--- src/bfd_pkg.sv ---
// shared types, constants and register map for the bounding box follow drive control
`timescale 1ns / 1ps

package bfd_pkg;

    localparam int FRAME_PIXELS_WIDE_DEFAULT = 640;

    // offset in half pixels covers 2*1023 + 1023 - 640 down to -640 at the default frame width
    localparam int DX_W = 13;
    localparam int MAG_W = DX_W - 1;

    localparam int Q_ONE = 16384;
    localparam int RATIO_MAX = 131072;

    // quotient bits of the area ratio and divider split
    localparam int QBITS = 18;
    localparam int DIV_STEPS = 2;
    localparam int DIV_STAGES = QBITS / DIV_STEPS;

    localparam int PADDR_W = 5;
    localparam int PDATA_W = 32;

    localparam logic [2:0] REG_GOAL_AREA = 3'd0;
    localparam logic [2:0] REG_DEADZONE_HALF_PX = 3'd1;
    localparam logic [2:0] REG_YAW_GAIN = 3'd2;
    localparam logic [2:0] REG_DISTANCE_GAIN = 3'd3;
    localparam logic [2:0] REG_SIZE_BAND = 3'd4;
    localparam logic [2:0] REG_SPEED_CAP = 3'd5;
    localparam logic [2:0] REG_TURN_CAP = 3'd6;

    typedef struct packed {
        logic [9:0] box_left;
        logic [9:0] box_width;
        logic [9:0] box_height;
    } box_word_t;

    typedef struct packed {
        logic signed [15:0] left_wheel;
        logic signed [15:0] right_wheel;
        logic               no_target;
    } cmd_word_t;

    typedef struct packed {
        logic [18:0] goal_area;
        logic [10:0] deadzone_half_px;
        logic [19:0] yaw_gain;
        logic [15:0] distance_gain;
        logic [14:0] size_band;
        logic [14:0] speed_cap;
        logic [14:0] turn_cap;
    } cfg_t;

    typedef struct packed {
        logic               no_target;
        logic signed [15:0] omega;
        logic               ovf;
        logic [18:0]        rem;
        logic [QBITS-1:0]   qn;
    } div_word_t;

endpackage

--- src/bfd_front.sv ---
// input stages: center offset, box area, yaw command and divider setup
`timescale 1ns / 1ps

module bfd_front
    import bfd_pkg::*;
#(
    parameter int FRAME_PIXELS_WIDE = FRAME_PIXELS_WIDE_DEFAULT
)
(
    input  logic        clk,
    input  logic        rst_n,
    input  logic        adv,
    input  logic        in_vld,
    input  box_word_t   box,
    input  cfg_t        cfg,
    input  logic [18:0] div_den,
    output logic        out_vld,
    output div_word_t   out_word
);

    localparam logic signed [DX_W-1:0] FRAME_OFS = DX_W'(FRAME_PIXELS_WIDE);

    logic signed [DX_W-1:0] dx;
    logic [DX_W-1:0]        dx_abs;

    logic             s1_vld_reg;
    logic [MAG_W-1:0] s1_mag_reg;
    logic             s1_neg_reg;
    logic [19:0]      s1_prod_reg;
    logic             s1_nt_reg;

    logic             s2_vld_reg;
    logic [31:0]      s2_ygp_reg;
    logic             s2_neg_reg;
    logic             s2_on_reg;
    logic             s2_nt_reg;
    logic             s2_ovf_reg;
    logic [18:0]      s2_rem_reg;
    logic [QBITS-1:0] s2_qn_reg;

    logic               s3_vld_reg;
    div_word_t          s3_word_reg;
    div_word_t          s3_word_next;
    logic [32:0]        yaw_round;
    logic [22:0]        yaw_mag;
    logic [14:0]        yaw_lim;

    always_comb
    begin
        dx = $signed({2'b0, box.box_left, 1'b0}) + $signed({3'b0, box.box_width}) - FRAME_OFS;
        dx_abs = dx[DX_W-1] ? DX_W'(-dx) : DX_W'(dx);
    end

    always_comb
    begin
        yaw_round = {1'b0, s2_ygp_reg} + 33'd512;
        yaw_mag = yaw_round[32:10];
        yaw_lim = (yaw_mag > {8'b0, cfg.turn_cap}) ? cfg.turn_cap : yaw_mag[14:0];
        s3_word_next.no_target = s2_nt_reg;
        s3_word_next.ovf = s2_ovf_reg;
        s3_word_next.rem = s2_rem_reg;
        s3_word_next.qn = s2_qn_reg;
        if (!s2_on_reg)
        begin
            s3_word_next.omega = '0;
        end
        else if (s2_neg_reg)
        begin
            s3_word_next.omega = -$signed({1'b0, yaw_lim});
        end
        else
        begin
            s3_word_next.omega = $signed({1'b0, yaw_lim});
        end
    end

    always_ff @(posedge clk or negedge rst_n)
    begin
        if (!rst_n)
        begin
            s1_vld_reg <= 1'b0;
            s2_vld_reg <= 1'b0;
            s3_vld_reg <= 1'b0;
        end
        else if (adv)
        begin
            s1_vld_reg <= in_vld;
            s2_vld_reg <= s1_vld_reg;
            s3_vld_reg <= s2_vld_reg;
        end
    end

    always_ff @(posedge clk)
    begin
        if (adv)
        begin
            s1_mag_reg <= dx_abs[MAG_W-1:0];
            s1_neg_reg <= dx[DX_W-1];
            s1_prod_reg <= box.box_width * box.box_height;
            s1_nt_reg <= (box.box_width == '0) || (box.box_height == '0);

            s2_ygp_reg <= s1_mag_reg * cfg.yaw_gain;
            s2_neg_reg <= s1_neg_reg;
            s2_on_reg <= {1'b0, s1_mag_reg} > {2'b0, cfg.deadzone_half_px};
            s2_nt_reg <= s1_nt_reg;
            s2_ovf_reg <= {3'b0, s1_prod_reg} >= {div_den, 4'b0};
            s2_rem_reg <= {3'b0, s1_prod_reg[19:4]};
            s2_qn_reg <= {s1_prod_reg[3:0], 14'b0};

            s3_word_reg <= s3_word_next;
        end
    end

    assign out_vld = s3_vld_reg;
    assign out_word = s3_word_reg;

endmodule

--- src/bfd_div_stage.sv ---
// one stage of the restoring area ratio divider
`timescale 1ns / 1ps

module bfd_div_stage
    import bfd_pkg::*;
(
    input  logic        clk,
    input  logic        rst_n,
    input  logic        adv,
    input  logic        in_vld,
    input  div_word_t   in_word,
    input  logic [18:0] div_den,
    output logic        out_vld,
    output div_word_t   out_word
);

    logic      vld_reg;
    div_word_t word_reg;
    div_word_t word_next;

    always_comb
    begin
        logic [18:0]      r;
        logic [QBITS-1:0] q;
        logic [19:0]      t;
        r = in_word.rem;
        q = in_word.qn;
        t = '0;
        // dividend bits shift out of the top while quotient bits shift in
        for (int i = 0; i < DIV_STEPS; i++)
        begin
            t = {r, q[QBITS-1]};
            q = {q[QBITS-2:0], 1'b0};
            if (t >= {1'b0, div_den})
            begin
                t = t - {1'b0, div_den};
                q[0] = 1'b1;
            end
            r = t[18:0];
        end
        word_next = in_word;
        word_next.rem = r;
        word_next.qn = q;
    end

    always_ff @(posedge clk or negedge rst_n)
    begin
        if (!rst_n)
        begin
            vld_reg <= 1'b0;
        end
        else if (adv)
        begin
            vld_reg <= in_vld;
        end
    end

    always_ff @(posedge clk)
    begin
        if (adv)
        begin
            word_reg <= word_next;
        end
    end

    assign out_vld = vld_reg;
    assign out_word = word_reg;

endmodule

--- src/bfd_back.sv ---
// output stages: ratio band, speed command and wheel mixing
`timescale 1ns / 1ps

module bfd_back
    import bfd_pkg::*;
(
    input  logic      clk,
    input  logic      rst_n,
    input  logic      adv,
    input  logic      in_vld,
    input  div_word_t in_word,
    input  cfg_t      cfg,
    output logic      out_vld,
    output cmd_word_t out_word
);

    localparam logic signed [17:0] WHEEL_LIM = 18'sd16384;

    logic [QBITS-1:0] ratio;
    logic             fwd;
    logic             rev;
    logic [16:0]      err;
    logic [17:0]      diff_lo;
    logic [17:0]      diff_hi;

    logic               a_vld_reg;
    logic [16:0]        a_err_reg;
    logic               a_rev_reg;
    logic signed [15:0] a_omega_reg;
    logic               a_nt_reg;

    logic               b_vld_reg;
    logic [32:0]        b_prod_reg;
    logic               b_rev_reg;
    logic signed [15:0] b_omega_reg;
    logic               b_nt_reg;

    logic               c_vld_reg;
    cmd_word_t          c_word_reg;
    cmd_word_t          c_word_next;

    logic [33:0]        spd_round;
    logic [19:0]        spd_mag;
    logic [14:0]        spd_lim;
    logic signed [17:0] spd;
    logic signed [17:0] om;
    logic signed [17:0] lsum;
    logic signed [17:0] rsum;
    logic signed [17:0] lclp;
    logic signed [17:0] rclp;

    always_comb
    begin
        ratio = (in_word.ovf || (in_word.qn > QBITS'(RATIO_MAX))) ? QBITS'(RATIO_MAX)
                                                                 : in_word.qn;
        fwd = ({1'b0, ratio} + {4'b0, cfg.size_band}) < 19'(Q_ONE);
        rev = ratio > ({3'b0, cfg.size_band} + 18'(Q_ONE));
        diff_lo = 18'(Q_ONE) - ratio;
        diff_hi = ratio - 18'(Q_ONE);
        if (fwd)
        begin
            err = diff_lo[16:0];
        end
        else if (rev)
        begin
            err = diff_hi[16:0];
        end
        else
        begin
            err = '0;
        end
    end

    always_comb
    begin
        spd_round = {1'b0, b_prod_reg} + 34'd8192;
        spd_mag = spd_round[33:14];
        spd_lim = (spd_mag > {5'b0, cfg.speed_cap}) ? cfg.speed_cap : spd_mag[14:0];
        spd = b_rev_reg ? -$signed({3'b0, spd_lim}) : $signed({3'b0, spd_lim});
        om = {{2{b_omega_reg[15]}}, b_omega_reg};
        lsum = spd - om;
        rsum = spd + om;
        if (lsum > WHEEL_LIM)
        begin
            lclp = WHEEL_LIM;
        end
        else if (lsum < -WHEEL_LIM)
        begin
            lclp = -WHEEL_LIM;
        end
        else
        begin
            lclp = lsum;
        end
        if (rsum > WHEEL_LIM)
        begin
            rclp = WHEEL_LIM;
        end
        else if (rsum < -WHEEL_LIM)
        begin
            rclp = -WHEEL_LIM;
        end
        else
        begin
            rclp = rsum;
        end
        c_word_next.no_target = b_nt_reg;
        c_word_next.left_wheel = b_nt_reg ? '0 : lclp[15:0];
        c_word_next.right_wheel = b_nt_reg ? '0 : rclp[15:0];
    end

    always_ff @(posedge clk or negedge rst_n)
    begin
        if (!rst_n)
        begin
            a_vld_reg <= 1'b0;
            b_vld_reg <= 1'b0;
            c_vld_reg <= 1'b0;
        end
        else if (adv)
        begin
            a_vld_reg <= in_vld;
            b_vld_reg <= a_vld_reg;
            c_vld_reg <= b_vld_reg;
        end
    end

    always_ff @(posedge clk)
    begin
        if (adv)
        begin
            a_err_reg <= err;
            a_rev_reg <= rev;
            a_omega_reg <= in_word.omega;
            a_nt_reg <= in_word.no_target;

            b_prod_reg <= cfg.distance_gain * a_err_reg;
            b_rev_reg <= a_rev_reg;
            b_omega_reg <= a_omega_reg;
            b_nt_reg <= a_nt_reg;

            c_word_reg <= c_word_next;
        end
    end

    assign out_vld = c_vld_reg;
    assign out_word = c_word_reg;

endmodule

--- src/bbox_follow_drive_control.sv ---
// top level: register file, pipeline chain and output handshake
//
// Takes one bounding box word per cycle on the box channel (box_valid,
// box_ready, box) and returns one wheel command word on the cmd channel
// (cmd_valid, cmd_ready, cmd) for every box, in order.
// Between acceptance and cmd_valid lie three input stages (offset and
// area, yaw and divider setup, yaw clamp), nine divider stages of two
// quotient bits each, and three output stages (ratio band, speed
// multiply, wheel mix into the output register).
// Throughput is one word per cycle; the whole pipeline moves together and
// box_ready is high whenever the output register is empty or being taken.
// When the receiver holds cmd_ready low with cmd_valid high, every stage
// holds its contents and box_ready drops until the word is taken.
// Reset empties the pipeline and loads the register defaults. Registers
// sit on an APB port at byte offsets 4*i; the user must write them only
// while no word is in flight, which the block itself does not enforce.
`timescale 1ns / 1ps

module bbox_follow_drive_control
    import bfd_pkg::*;
#(
    parameter int FRAME_PIXELS_WIDE = FRAME_PIXELS_WIDE_DEFAULT
)
(
    input  logic               clk,
    input  logic               rst_n,
    input  logic               psel,
    input  logic               penable,
    input  logic               pwrite,
    input  logic [PADDR_W-1:0] paddr,
    input  logic [PDATA_W-1:0] pwdata,
    output logic [PDATA_W-1:0] prdata,
    output logic               pready,
    input  logic               box_valid,
    output logic               box_ready,
    input  box_word_t          box,
    output logic               cmd_valid,
    input  logic               cmd_ready,
    output cmd_word_t          cmd
);

    cfg_t        cfg_reg;
    logic [18:0] div_den;
    logic        adv;
    logic        wr_en;

    logic      div_vld [0:DIV_STAGES];
    div_word_t div_word [0:DIV_STAGES];

    assign pready = 1'b1;
    assign wr_en = psel && penable && pwrite;
    assign div_den = (cfg_reg.goal_area == '0) ? 19'd1 : cfg_reg.goal_area;

    always_ff @(posedge clk or negedge rst_n)
    begin
        if (!rst_n)
        begin
            cfg_reg.goal_area <= 19'd19200;
            cfg_reg.deadzone_half_px <= 11'd102;
            cfg_reg.yaw_gain <= 20'd25166;
            cfg_reg.distance_gain <= 16'd13107;
            cfg_reg.size_band <= 15'd2458;
            cfg_reg.speed_cap <= 15'd16384;
            cfg_reg.turn_cap <= 15'd13107;
        end
        else if (wr_en)
        begin
            case (paddr[4:2])
                REG_GOAL_AREA:        cfg_reg.goal_area <= pwdata[18:0];
                REG_DEADZONE_HALF_PX: cfg_reg.deadzone_half_px <= pwdata[10:0];
                REG_YAW_GAIN:         cfg_reg.yaw_gain <= pwdata[19:0];
                REG_DISTANCE_GAIN:    cfg_reg.distance_gain <= pwdata[15:0];
                REG_SIZE_BAND:        cfg_reg.size_band <= pwdata[14:0];
                REG_SPEED_CAP:        cfg_reg.speed_cap <= pwdata[14:0];
                REG_TURN_CAP:         cfg_reg.turn_cap <= pwdata[14:0];
                default:              ;
            endcase
        end
    end

    always_comb
    begin
        case (paddr[4:2])
            REG_GOAL_AREA:        prdata = PDATA_W'(cfg_reg.goal_area);
            REG_DEADZONE_HALF_PX: prdata = PDATA_W'(cfg_reg.deadzone_half_px);
            REG_YAW_GAIN:         prdata = PDATA_W'(cfg_reg.yaw_gain);
            REG_DISTANCE_GAIN:    prdata = PDATA_W'(cfg_reg.distance_gain);
            REG_SIZE_BAND:        prdata = PDATA_W'(cfg_reg.size_band);
            REG_SPEED_CAP:        prdata = PDATA_W'(cfg_reg.speed_cap);
            REG_TURN_CAP:         prdata = PDATA_W'(cfg_reg.turn_cap);
            default:              prdata = '0;
        endcase
    end

    // whole pipeline advances unless a finished word is held at the output
    assign adv = !cmd_valid || cmd_ready;
    assign box_ready = adv;

    bfd_front #(
        .FRAME_PIXELS_WIDE(FRAME_PIXELS_WIDE)
    ) u_front (
        .clk      (clk),
        .rst_n    (rst_n),
        .adv      (adv),
        .in_vld   (box_valid),
        .box      (box),
        .cfg      (cfg_reg),
        .div_den  (div_den),
        .out_vld  (div_vld[0]),
        .out_word (div_word[0])
    );

    for (genvar g = 0; g < DIV_STAGES; g++)
    begin : g_div
        bfd_div_stage u_div (
            .clk      (clk),
            .rst_n    (rst_n),
            .adv      (adv),
            .in_vld   (div_vld[g]),
            .in_word  (div_word[g]),
            .div_den  (div_den),
            .out_vld  (div_vld[g+1]),
            .out_word (div_word[g+1])
        );
    end

    bfd_back u_back (
        .clk      (clk),
        .rst_n    (rst_n),
        .adv      (adv),
        .in_vld   (div_vld[DIV_STAGES]),
        .in_word  (div_word[DIV_STAGES]),
        .cfg      (cfg_reg),
        .out_vld  (cmd_valid),
        .out_word (cmd)
    );

    a_no_target_zero: assert property (@(posedge clk) disable iff (!rst_n)
        cmd_valid && cmd.no_target |-> cmd.left_wheel == '0 && cmd.right_wheel == '0)
        else $error("no target word with nonzero wheel command");

    a_wheel_range: assert property (@(posedge clk) disable iff (!rst_n)
        cmd_valid |-> cmd.left_wheel <= 16'sd16384 && cmd.left_wheel >= -16'sd16384
            && cmd.right_wheel <= 16'sd16384 && cmd.right_wheel >= -16'sd16384)
        else $error("wheel command outside unit range");

    a_stall_blocks_input: assert property (@(posedge clk) disable iff (!rst_n)
        cmd_valid && !cmd_ready |-> !box_ready)
        else $error("input taken while output word is held");

endmodule

--- config.mk ---
export PLATFORM = sky130hd
export DESIGN_NAME = bbox_follow_drive_control
export DESIGN_NICKNAME = d
export VERILOG_FILES = /design/src/bfd_pkg.sv /design/src/bfd_front.sv /design/src/bfd_div_stage.sv /design/src/bfd_back.sv /design/src/bbox_follow_drive_control.sv
export SDC_FILE = /design/constraint.sdc
export NUM_CORES = 2
export LEC_CHECK = 0
export ABC_AREA = 1
export BUFFER_PORTS_ARGS = -buffer_cell sky130_fd_sc_hd__buf_2
export CAP_MARGIN = 30
export CORE_MARGIN = 10
export CORE_UTILIZATION = 60
export DETAILED_ROUTE_END_ITERATION = 10
export PLACE_DENSITY = 0.77
export SETUP_SLACK_MARGIN = 0.5
export SLEW_MARGIN = 5
export SYNTH_ARGS = -nofsm -noshare
export SYNTH_HDL_FRONTEND = slang
export SYNTH_SLANG_ARGS = --single-unit
--- constraint.sdc ---
create_clock -name clk -period 25.9 [get_ports clk]
set_input_delay 2.59 -clock clk [delete_from_list [all_inputs] [get_ports clk]]
set_output_delay 2.59 -clock clk [all_outputs]
set_load 0.005 [all_outputs]
==> key figures <==
Run status
  • Status: finished clean

STA
  • Setup_tns: 0 ns
  • Final setup violation count: 0
  • Rel. slew slack: 32.7%
  • Fmax: 120 MHz
  • Final clock skew: 0.0547 ns
  • Final slew viol count: 0
  • Worst-Margin Slew: 1.01 ns
  • Final period util: 32.2%
  • Unrepaired setup endpoints after global routing: no
  • Final Hold Violating Endpoints: 0
  • Tmin final: 8.35 ns

Layout
  • Layout cells sized above 1: 5.65%
  • FILL cells: 9374
  • Max FFs per register: 406
  • Core Util, Final: 64.5%
  • Area grow syn2layout: 7.07%
  • Final net count: 9252

Floorplanning
  • Die ar.: 128000 um^2
  • Die span in x: 358 um
  • DIE HEIGHT: 358 um
  • Ports: 142
  • Area of the core: 114000 um^2
  • Initial core utilization: 60.3%
  • Std-Cell Rows: 124

Setup path
  • Delay-heaviest family, CP: buffers and inverters
  • Worst R2R Setup Slack: 17.55 ns
  • Setup crit start kind: register
  • CP Data Required Time: 26.34 ns
  • Worst Reg-to-Reg Cells: 26
  • Crit path kind: register to register
  • Worst reg2reg path startpoint: cfg_reg[105]
  • Critical Path End Type: register
  • CP max stage delay: 0.76 ns
  • CP bufs+invs: 6
  • Max FO, Critical Path: 41
  • Most used cell, CP: nand3_1
  • Crit path DAT: 8.79 ns
  • Slowest CP cell: inv_1
  • Reg-to-Reg End: g_div[7].u_div.out_word[33]

CTS
  • CTS-repair resized insts: 0
  • Total CTS buffers: 82
  • Clock H-tree levels: 3
  • Root Driver: clkbuf_16
  • Num Clock Sinks: 757
  • Post-CTS setup buffers: 0
  • CTS clk-pin slew, worst paths: 0.06 ns
  • CTS hold repair buffers: 0
  • Clk_lat worst skew: 0.68 ns
  • Clock Path Buffers: 3
  • TritonCTS clock tree: done

Routing
  • ANT nets after route: 0
  • Drt pass-1 iters: 8
  • Initial detailed-routing violation count: 4126
  • Final wirelength: 170 mm
  • DRC: 0
  • Vias: 54.3k
  • Routed length per instance: 17.7 um
  • Via density per instance: 5.67

Placed design
  • Global placement routability congestion: 0.946
  • DP Wirelength: 129 mm
  • Port buffer count: 114

Synth
  • Cell taking the most area after synthesis: edfxtp_1
  • Seq/Total Area, Yosys: 32.2%
  • Post-synth top cells: 1820 x nand2_1, 1267 x inv_1, 713 x ha_1
  • Avg Inst Size Synth: 8.60 um^2
  • Main synth FF type: edfxtp_1
  • Asr flop ratio synth: 16.6%
  • Post-synth EDFFs: 631
  • Post-synth top area share: 27.6%
  • Synth Register Bits: 757
  • Cells after Synth: 7989
  • Largest cells by area after synthesis: edfxtp_1 28%, fa_1 13%, ha_1 13%
  • Yosys cell types: 66
  • Most common cell in the netlist: nand2_1
  • Synth Warn #: 0
  • Syn Std Cell Area: 68700 um^2

Min path
  • Hold path depth: 0
  • Hold_sp: g_div[3].u_div.out_word[1]
  • Hold Path Class: register to register
  • WHS Endpoint: g_div[4].u_div.out_word[3]

Global routing
  • Number of global-route vias before repair: 53.7k
  • Initial antenna violation count: 16
  • Overall Global Routing Usage: 26.4%
  • First-pass GRT wire length: 274 mm
  • Remaining global-route overflow: 0
  • Pin count of the biggest net entering global routing: 188

Flow run
  • Max-cap violations: 0
## cell families after synthesis
| family | Yosys count | synth area share (%) |
|---|---|---|
| and+or+nand+nor | 2742 | 16.5 |
| buffers and inverters | 1533 | 8.51 |
| AOI/OAI and AO/OA | 1366 | 11.0 |
| adders and majority gates | 1175 | 26.4 |
| DFF | 757 | 32.2 |
| xor gates and xnor gates | 400 | 5.10 |
| muxes | 14 | 0.229 |
| other | 2 | 0.0109 |
## metal layers
layer  up-vias  wire length (um)  track usage [%]
li1      26200                 -                -
met1     25800             70800             34.6
met2      1922             79400             44.0
met3       381             14000             4.94
met4        10              5910             9.12
met5         -                67                0
## through the flow
stage	instance area [um^2]	worst slack, ns	instances	hold WS (ns)
2_1_floorplan	68800	3.25	8000	0.400
3_3_place_gp	70600	17.75	9427	0.401
3_5_place_dp	70600	17.72	9428	0.405
4_1_cts	73500	17.61	9578	0.403
5_1_grt	73600	16.84	9581	0.412
6_report	73600	17.55	9586	0.408
## cell usage in the layout (no fill, tap or decap), types with 16 or more instances in the layout
cell,count
buf_2,113
o211ai_1,33
or2_2,34
a21oi_1,527
buf_4,51
nor2_1,400
a31oi_1,31
dfrtp_1,88
a21boi_0,21
nor3_1,79
nand2_1,1818
clkbuf_16,84
a21o_1,23
xnor2_1,180
o21ai_0,547
xor2_1,220
inv_1,1267
nand3_1,246
nand4_1,62
o21a_1,16
ha_1,713
o21ai_1,20
nor4_1,26
fa_1,462
o31ai_1,29
nor2_2,18
dfstp_2,38
a211oi_1,19
edfxtp_1,631
o22ai_1,17
a221oi_1,32
o21bai_1,19
## area by class of cell
class                   instances  area [um^2]  area share (%)
inverters                    1283         4820            6.55
repair buffers                169         1060            1.44
flip-flops and latches        757        22100            30.1
well taps                    1512         1890            2.57
multi-input cells            5710        40800            55.4
diodes                          5         12.5          0.0170
clock buffers                 100         2170            2.95
clock inverters                50          684           0.930
## worst max-delay path by stage
stage / endpoint / start / slack, ns / depth (start not counted)
after CTS: g_div[7].u_div.out_word[33] / cfg_reg[105] / 17.61 / 27
after floorplan: box_ready / cmd_ready / 3.25 / 3
after global routing: g_div[7].u_div.out_word[34] / cfg_reg[105] / 16.84 / 27
after global placement: g_div[7].u_div.out_word[33] / cfg_reg[105] / 17.75 / 27
final: g_div[7].u_div.out_word[33] / cfg_reg[105] / 17.55 / 26
after detailed placement: g_div[7].u_div.out_word[27] / cfg_reg[105] / 17.72 / 29
Power is left out: the tool's default activity adds up to more than one toggle a clock period on the data nets, which glitch-free logic cannot reach.
